<file path="config.mk">
export PLATFORM = sky130hd
export DESIGN_NAME = eqdo_ctrl
export DESIGN_NICKNAME = d
export VERILOG_FILES = /design/src/hdl/eqdo_pkg.sv /design/src/hdl/eqdo_ctrl.sv
export SDC_FILE = /design/constraint.sdc
export NUM_CORES = 1
export LEC_CHECK = 0
export ABC_AREA = 1
export BUFFER_PORTS_ARGS = -buffer_cell sky130_fd_sc_hd__buf_2
export CORE_AREA = 4 4 41 43
export CTS_CLUSTER_DIAMETER = 50
export DETAILED_ROUTE_END_ITERATION = 6
export DIE_AREA = 0 0 45 47
export GPL_ROUTABILITY_DRIVEN = 0
export GPL_TIMING_DRIVEN = 0
export PLACE_DENSITY = 0.53
export SLEW_MARGIN = 10
export SYNTH_ARGS = -nofsm -noshare
export SYNTH_HDL_FRONTEND = slang
export SYNTH_SLANG_ARGS = --single-unit
</file>
<file path="constraint.sdc">
create_clock -name clk_i -period 1.43 [get_ports clk_i]
set_input_delay 0.143 -clock clk_i [delete_from_list [all_inputs] [get_ports clk_i]]
set_output_delay 0.143 -clock clk_i [all_outputs]
set_load 0.005 [all_outputs]
</file>
<file path="src/hdl/eqdo_pkg.sv">
// eqdo_pkg: shared types, codes and constants of the event queue block
// used by every module of event_queue_drop_oldest and by its checker
package eqdo_pkg;

  localparam int unsigned DEF_QUEUE_DEPTH = 64;
  localparam int unsigned DEF_NUM_DEVICES = 2;

  localparam int unsigned TYPE_W   = 16;
  localparam int unsigned CODE_W   = 16;
  localparam int unsigned VALUE_W  = 32;
  localparam int unsigned STAMP_W  = 48;
  localparam int unsigned SEC_W    = 39;
  localparam int unsigned USEC_W   = 20;
  localparam int unsigned FILL_W   = 7;
  localparam int unsigned COUNT_W  = 32;
  localparam int unsigned CFG_W    = 16;
  localparam int unsigned CFG_IDX_W = 1;

  // stamp split: stamp / 1000 and (stamp % 1000) * 1000
  localparam int unsigned MS_PER_SEC     = 1000;
  localparam int unsigned REM_W          = 10;
  localparam int unsigned DIV_STEP_BITS  = 4;
  localparam int unsigned DIV_STEPS      = STAMP_W / DIV_STEP_BITS;
  localparam int unsigned DIV_CNT_W      = $clog2(DIV_STEPS);

  localparam logic FUNC_PUSH = 1'b0;
  localparam logic FUNC_POP  = 1'b1;

  localparam logic [CFG_IDX_W-1:0] CFG_SYNC_TYPE   = 1'b0;
  localparam logic [CFG_IDX_W-1:0] CFG_MARKER_CODE = 1'b1;

  localparam logic [CODE_W-1:0] MARKER_RESET = 16'd3;

  typedef struct packed {
    logic                      func;
    logic                      device;
    logic [TYPE_W-1:0]         ev_type;
    logic [CODE_W-1:0]         ev_code;
    logic signed [VALUE_W-1:0] ev_value;
    logic [STAMP_W-1:0]        now_ms;
  } in_item_t;

  typedef struct packed {
    logic                      event_valid;
    logic [SEC_W-1:0]          out_sec;
    logic [USEC_W-1:0]         out_usec;
    logic [TYPE_W-1:0]         out_type;
    logic [CODE_W-1:0]         out_code;
    logic signed [VALUE_W-1:0] out_value;
    logic [FILL_W-1:0]         fill_level;
    logic                      became_nonempty;
    logic [COUNT_W-1:0]        drop_total;
    logic [COUNT_W-1:0]        resync_total;
  } out_item_t;

  typedef struct packed {
    logic accept;
    logic load;
    logic step;
    logic finish;
  } eqdo_cmd_t;

  typedef struct packed {
    logic need_div;
  } eqdo_status_t;

endpackage

</file>
<file path="src/hdl/eqdo_ctrl.sv">
// eqdo_ctrl: sequencer of the event queue block
// depends on eqdo_pkg for command/status structs and divider step count
module eqdo_ctrl (
  input  logic                  clk_i,
  input  logic                  rst_ni,
  input  logic                  start,
  input  eqdo_pkg::eqdo_status_t status_i,
  output eqdo_pkg::eqdo_cmd_t    cmd_o,
  output logic                  busy
);

  typedef enum logic [3:0] {
    S_IDLE = 4'b0001,
    S_LOAD = 4'b0010,
    S_DIV  = 4'b0100,
    S_FIN  = 4'b1000
  } state_e;

  localparam logic [eqdo_pkg::DIV_CNT_W-1:0] LAST_STEP =
    eqdo_pkg::DIV_CNT_W'(eqdo_pkg::DIV_STEPS - 1);

  state_e                          state_q, state_d;
  logic [eqdo_pkg::DIV_CNT_W-1:0]  cnt_q, cnt_d;

  always_comb begin
    state_d       = state_q;
    cnt_d         = cnt_q;
    cmd_o         = '0;
    case (state_q)
      S_IDLE: begin
        cmd_o.accept = start;
        // only a pop that finds an event needs the stamp split
        if (start && status_i.need_div) begin
          state_d = S_LOAD;
        end
      end
      S_LOAD: begin
        cmd_o.load = 1'b1;
        cnt_d      = '0;
        state_d    = S_DIV;
      end
      S_DIV: begin
        cmd_o.step = 1'b1;
        cnt_d      = cnt_q + 1'b1;
        if (cnt_q == LAST_STEP) begin
          state_d = S_FIN;
        end
      end
      S_FIN: begin
        cmd_o.finish = 1'b1;
        state_d      = S_IDLE;
      end
      default: begin
        state_d = S_IDLE;
      end
    endcase
  end

  assign busy = (state_q != S_IDLE);

  always_ff @(posedge clk_i or negedge rst_ni) begin
    if (!rst_ni) begin
      state_q <= S_IDLE;
      cnt_q   <= '0;
    end else begin
      state_q <= state_d;
      cnt_q   <= cnt_d;
    end
  end

endmodule

</file>
## Word-level counts from Yosys, hierarchy flattened

Cells that the tools add are included.

| storage, ports and cells | value |
|---|---|
| latch bits | 0 |
| output and inout port bits | 5 |
| memory bits (read-only) | 0 |
| input bits | 4 |
| logic and storage cells | 22 |
| memories | 0 |
| register bits after elaboration | 8 |
| memory bits (writable) | 0 |

| cells by class | value |
|---|---|
| bitwise logic cells | 0 |
| reduce and logical (&&, ||, !) cells | 3 |
| magnitude comparators | 0 |
| div/mod/pow operators | 0 |
| equality and inequality tests | 8 |
| multiply operators | 0 |
| add/subtract/negate cells | 1 |
| muxes and demuxes | 8 |
| shift operators | 0 |

Operators with widths:

| cell | count |
|---|---|
| $pmux 4 s3 | 1 |
| $eq 4x4->1 const B | 2 |
| $mux 4 | 2 |
| $pmux 4 s2 | 1 |
| $add 4x1->4 const B | 1 |
| $eq 4x1->1 const B | 1 |
| $eq 4x2->1 const B | 1 |
| $eq 4x3->1 const B | 1 |
| $mux 1 | 4 |
| $ne 2x2->1 const B | 2 |
| $ne 4x1->1 const B | 1 |
| $reduce_and 2->1 | 1 |
| $reduce_bool 2->1 | 1 |
| $logic_and 1x1->1 | 1 |

## Logic depth before layout (Yosys ltp)

Gate-level depths: netlist of the first run.

| depth | value |
|---|---|
| depth in word-level cells | 3 |
| mapped depth | 5 |
| depth with buffers taken out | 5 |

## Worst setup path after synthesis of the first run

OpenSTA, ideal clock, no wires.

| timing | value |
|---|---|
| kind | register -> output |
| start | reg state_q[0] |
| end | out cmd_o[3] (netlist bit) |
| arrival time | 0.916 ns |
| cell stages (with the launch flop) | 5 |
| path slack | 0.371 ns |
| data required time | 1.287 ns |
| buffers on the path | 0 |
| path through | dfstp_2 -> inv_1 -> nor2_1 -> nand2_1 -> nor2_1 |

RTL lines:

| element | RTL line | text |
|---|---|---|
| start, declared | eqdo_ctrl.sv:22 | `state_e state_q, state_d;` |
| start signal, assigned | eqdo_ctrl.sv:66 | `state_q <= state_d;` |
| end, declared | eqdo_ctrl.sv:8 | `output eqdo_pkg::eqdo_cmd_t cmd_o,` |

==> impl_metrics.py, run 1 <==
metrics = {
    "critical_path": {
        "start_kind": "register",
        "r2r-start": "state_q[0]$_DFFE_PN1P_",
        "crit_path_max_fanout": 4,
        "worst_ep_arrival_time_ns": 1.21,
        "end_kind": "output pin",
        "crit_path_start": "state_q[0]$_DFFE_PN1P_",
        "critical_path_class": "reg -> out",
        "critPathRequiredTime_ns": 1.29,
    },
    "sta": {
        "fin_worst_skew_ns": 0.008403,
        "whs_ns": 0.2270,
        "slew_headroom_pct": 82.63,
        "hold_viol": 0,
        "setup_ws_ns": 0.07444,
        "fmax_ghz": 0.7377,
        "slew_viol_final": 0,
        "tns_ns": 0,
        "tightest_slew_ns": 0.2606,
        "period_needed_ns": 1.356,
        "period_share_pct": 94.79,
        "setup_viol_count_final": 0,
        "rsz0062_at_grt": "true",
    },
    "cts": {
        "cts_tree": "yes",
        "htree_levels": 1,
        "cts_buffers": 3,
        "cts_max_path_buffers": 2,
        "cts-root-buf": "clkbuf_4",
        "path_clk_slew_ns": 0.05,
        "clock-sinks": 8,
        "clk_latency_ns": 0.25,
    },
    "floorplanning": {
        "core.rowCount": 13,
        "coreArea_mm2": 0.001301,
        "die_area_mm2": 0.002115,
        "io_pins": 9,
        "fp.dieH_um": 47,
        "dieWidth_um": 45,
        "start_util_pct": 34.81,
    },
    "power": {
        "power.density_mw_per_mm2": 1703,
        "p_leak_uw": 0.0003276,
        "ir_drop_uv": 1253,
    },
    "finish": {
        "finish.utilization_pct": 44.81,
        "diodes": 0,
        "n_fill_cell": 151,
        "area_delta_synth_final_pct": 28.73,
        "drive_gt1_share_pct": 31.94,
        "layout.nets": 78,
    },
    "logic_synthesis": {
        "synthFlopType": "dfrtp_1",
        "synth_top_cell_by_area": "dfrtp_1",
        "ys_seq_area_share_pct": 44.48,
        "ys_ff_latch": 8,
        "yosysTopAreaCellShare_pct": 38.67,
        "synth_edf_count": 0,
        "synth.avg_cell_area_um2": 7.809,
        "synth_area_leaders": "dfrtp_1, nand3_1, nand2_1",
        "yosys-top-cells-count": "nand2_1, nand3_1, inv_1",
        "synth.most_common_cell": "nand2_1",
        "yosysWarnings": 0,
        "syn_area_um2": 452.9,
        "syn_nets": 63,
        "yosysUniqueCellTypes": 17,
        "async_flop_share_pct": 100.0,
        "syn_inst": 58,
    },
    "routing": {
        "vias_per_cell": 4.575,
        "routed_wl_um": 856,
        "vias": 398,
        "dr.pass1.iters": 2,
        "antenna_left": 0,
        "wire_per_inst_um": 9.839,
        "drtIter0Drc": 2,
        "route.detailed.drc": 0,
    },
    "placement": {
        "preCtsSetupSlack_ns": 0.2663,
        "post-dp-hpwl_um": 656.2,
        "numPortBuffers": 8,
    },
    "global_route": {
        "grt_pass1_wl_um": 1393,
        "grt_max_degree": 9,
        "groute.usage.overall_pct": 9.091,
        "overflow": 0,
        "grt_antenna_before_repair": 0,
        "grt_pass1_vias": 351,
    },
    "job": {
        "drv_cap": 0,
    },
    "hold_path": {
        "hold_class": "in -> reg",
        "worstHoldStart": "status_i",
    },
    "outcome": {
        "outcome": "finished, final reports clean",
    },
}
## stage by stage
step | instance area [um^2] | power, uW | std cells
after CTS | 550.5 | 910.9 | 86
after global placement | 511.7 | 717.3 | 81
final | 583.1 | 993.0 | 87
after global routing | 583.1 | 1086 | 87
after detailed placement | 511.7 | 720.0 | 81
after floorplan | 452.9 | 618.1 | 58
## registers in the layout (all words and copies together) (netlist names)
register	count
cnt_q	4
state_q	4
## placed cells by master, fill, tap and decap left out
cell | Yosys | routed
nor3_1 | 1 | 1
buf_4 | 0 | 1
nor2_4 | 2 | 4
buf_2 | 0 | 8
ha_1 | 1 | 1
nand3b_1 | 1 | 1
dfrtp_1 | 7 | 7
clkbuf_1 | 0 | 1
nand3_1 | 10 | 10
inv_4 | 0 | 1
nand2_2 | 0 | 1
inv_1 | 9 | 8
nor2_2 | 1 | 1
nand3_4 | 0 | 1
inv_2 | 1 | 1
nor2_1 | 6 | 4
nand2_4 | 1 | 1
or2_0 | 1 | 1
dlygate4sd3_1 | 0 | 1
clkbuf_4 | 0 | 3
dfstp_2 | 1 | 1
o21ai_0 | 1 | 1
nand2_1 | 13 | 12
nand4_1 | 1 | 1
## final timing paths
check | end | slack (ns) | cells past startpoint
setup reg to reg | state_q[3]$_DFFE_PN0P_ | 0.32 | 5
setup / recovery | cmd_o[3] | 0.07 | 5
hold reg to reg | cnt_q[1]$_DFFE_PN0P_ | 0.56 | 2
hold / removal | state_q[0]$_DFFE_PN1P_ | 0.23 | 4
max in group asynchronous | state_q[0]$_DFFE_PN1P_ | 0.92 | 2
min in group asynchronous | cnt_q[3]$_DFFE_PN0P_ | 0.26 | 2
## critical path, stage by stage (launching register included)
cell     delay [ns]
dfstp_2        0.55
inv_4          0.05
nor2_4         0.10
nand2_2        0.07
nor2_1         0.08
buf_2          0.11
## final cells by class
class / count / area, um^2 / area share [%]
inverter: 10 / 40.04 / 6.867
sequential: 8 / 201.4 / 34.55
multi-input combinational: 40 / 239.0 / 40.99
tap: 15 / 18.77 / 3.219
timing repair buffer: 10 / 57.56 / 9.871
clock buffer: 4 / 26.28 / 4.506
## repair_timing
action	CTS	global route
hold buffers	1	0
gates resized for setup	1	7
endpoints found under the hold margin	8	0
buffers inserted	0	1
setup endpoints to repair	1	3
pin swaps	0	1
## cells by family (layout without fill, tap and decap cells)
| family | after synthesis | in the layout | synth area share (%) |
|---|---|---|---|
| buffers and inverters | 10 | 24 | 8.286 |
| AND/OR/NAND/NOR | 38 | 38 | 43.37 |
| AO/OA/AOI/OAI | 1 | 1 | 1.104 |
| adder cells (fa/ha/maj) | 1 | 1 | 2.762 |
| flip-flops | 8 | 8 | 44.48 |
## report_power, final
part / total (uW) / leakage [uW] / switching (uW) / internal [uW]
clock network: 180 / 0.0000150 / 73.7 / 107
registers: 382 / 0.000106 / 84.2 / 298
logic: 431 / 0.000207 / 249 / 182
total: 993 / 0.000328 / 407 / 586
## metal layers
layer	wire length, um	vias to the layer above	global-route usage [%]
li1	-	211	-
met1	415	180	11.45
met2	402	5	14.97
met3	29	2	2.299
met4	8	0	3.509
met5	0	-	0
Note: power is estimated with default switching activity, not from simulation.
==> run 2: changes to the inputs <==
--- a/config.mk
+++ b/config.mk
@@ -8,6 +8,7 @@
 export ABC_AREA = 1
 export BUFFER_PORTS_ARGS = -buffer_cell sky130_fd_sc_hd__buf_2
 export CORE_AREA = 4 4 41 43
+export CTS_BUF_LIST = sky130_fd_sc_hd__clkbuf_4 sky130_fd_sc_hd__clkbuf_8 sky130_fd_sc_hd__clkbuf_16
 export CTS_CLUSTER_DIAMETER = 50
 export DETAILED_ROUTE_END_ITERATION = 6
 export DIE_AREA = 0 0 45 47
==> impl_metrics.py, run 2 (same netlist as run 1, synthesis figures left out) <==
metrics = {
    "floorplanning": {
        "io_pins": 9,
        "dieWidth_um": 45,
        "start_util_pct": 34.81,
        "fp.dieH_um": 47,
        "core.rowCount": 13,
        "coreArea_mm2": 0.001301,
        "die_area_mm2": 0.002115,
    },
    "routing": {
        "drtIter0Drc": 2,
        "dr.pass1.iters": 2,
        "route.detailed.drc": 0,
        "antenna_left": 0,
        "vias_per_cell": 4.563,
        "routed_wl_um": 857,
        "vias": 397,
        "wire_per_inst_um": 9.851,
    },
    "sta": {
        "whs_ns": 0.2245,
        "fin_worst_skew_ns": 0.008519,
        "slew_headroom_pct": 82.63,
        "hold_viol": 0,
        "rsz0062_at_grt": "true",
        "tightest_slew_ns": 0.2605,
        "slew_viol_final": 0,
        "period_share_pct": 94.88,
        "fmax_ghz": 0.7370,
        "setup_viol_count_final": 0,
        "period_needed_ns": 1.357,
    },
    "critical_path": {
        "critPathRequiredTime_ns": 1.29,
        "end_kind": "output pin",
        "r2r_cells": 5,
        "worst_ep_arrival_time_ns": 1.21,
        "crit_path_max_fanout": 4,
        "start_kind": "register",
        "reg2reg_to": "state_q[3]$_DFFE_PN0P_",
        "r2r-start": "state_q[0]$_DFFE_PN1P_",
        "critical_path_class": "reg -> out",
        "ff2ff_setup_slack_ns": 0.32,
    },
    "hold_path": {
        "hold_class": "in -> reg",
        "worstHoldStart": "status_i",
        "min_path_cells": 4,
        "hold_path_end": "state_q[0]$_DFFE_PN1P_",
    },
    "finish": {
        "regArea_um2": 201.4,
        "multi_input_area_um2": 239.0,
        "top_regs": "cnt_q: 4 flops, state_q: 4 flops",
        "n_fill_cell": 149,
        "drive_gt1_share_pct": 33.33,
        "layout_commonest_cell": "nand2_1",
        "area_delta_synth_final_pct": 29.56,
        "layout.nets": 78,
        "diodes": 0,
        "finish.utilization_pct": 45.10,
        "mostFrequentLayoutCells": "nand2_1, nand3_1, inv_1, buf_2, dfrtp_1",
    },
    "placement": {
        "post-dp-hpwl_um": 656.2,
        "numPortBuffers": 8,
    },
    "power": {
        "p_leak_uw": 0.0003310,
        "ir_drop_uv": 1253,
        "power.density_mw_per_mm2": 1727,
    },
    "cts": {
        "cts_max_path_buffers": 2,
        "clk_latency_ns": 0.25,
        "clock-sinks": 8,
        "htree_levels": 1,
        "cts-root-buf": "clkbuf_4",
        "cts_buffers": 3,
        "cts_tree": "yes",
        "path_clk_slew_ns": 0.05,
    },
    "global_route": {
        "grt_antenna_before_repair": 0,
        "overflow": 0,
        "grt_pass1_vias": 359,
        "grt_pass1_wl_um": 1407,
        "groute.usage.overall_pct": 9.330,
        "grt_max_degree": 9,
    },
    "job": {
        "drv_cap": 0,
    },
    "outcome": {
        "outcome": "finished, final reports clean",
    },
}
==> run 2: worst max-delay path: stages, from the launching register on <==
cell,delay [ns]
dfstp_2,0.55
inv_4,0.05
nor2_4,0.10
nand2_2,0.07
nor2_1,0.08
buf_2,0.11
==> run 2: final cells by class <==
cell class / instances / area share, %
repair buffers: 10 / 9.808
well taps: 15 / 3.198
inverters: 10 / 6.823
multi-input cells: 40 / 40.72
flip-flops and latches: 8 / 34.33
clock buffers: 4 / 5.117
==> run 2: what timing repair did <==
action                     CTS  global route
pin swaps                    0             1
hold endpoints to repair     8             0
resized for setup            1             7
setup buffers                0             1
setup endpoints to repair    2             3
gates cloned                 0             0
hold buffers                 1             0
==> run 2: power breakdown <==
| part | switching, uW | internal (uW) |
|---|---|---|
| logic | 250 | 182 |
| clock network | 74.8 | 126 |
| registers | 84.1 | 298 |
| total | 409 | 605 |
==> run 2: per-stage QoR <==
step	power (uW)	cells	setup WS [ns]	cell area [um^2]	TNS, ns
after floorplan	618.1	58	0.3705	452.9	0
after global placement	717.3	81	0.2661	511.7	0
after detailed placement	720.0	81	0.2663	511.7	0
after CTS	931.5	86	0.003321	554.3	0
after global routing	1107	87	-0.03450	586.8	-0.03450
final	1014	87	0.07317	586.8	0
==> run 2: per-layer routing <==
layer	track usage (%)	vias up	part of all wire, %
met5	0	-	0
met4	5.263	0	0.93
met3	2.299	2	3.4
met2	14.97	5	46
met1	11.45	180	50
li1	-	210	-
==> run 2: how the worst max path moves through the flow <==
stage | startpoint | end | depth (start not counted)
final | state_q[0]$_DFFE_PN1P_ | cmd_o[3] | 5
after global routing | state_q[0]$_DFFE_PN1P_ | cmd_o[3] | 5
after CTS | state_q[0]$_DFFE_PN1P_ | cmd_o[3] | 5
after detailed placement | state_q[3]$_DFFE_PN0P_ | cmd_o[2] | 4
after global placement | state_q[0]$_DFFE_PN1P_ | cmd_o[3] | 5
after floorplan | state_q[0]$_DFFE_PN1P_ | cmd_o[3] | 4
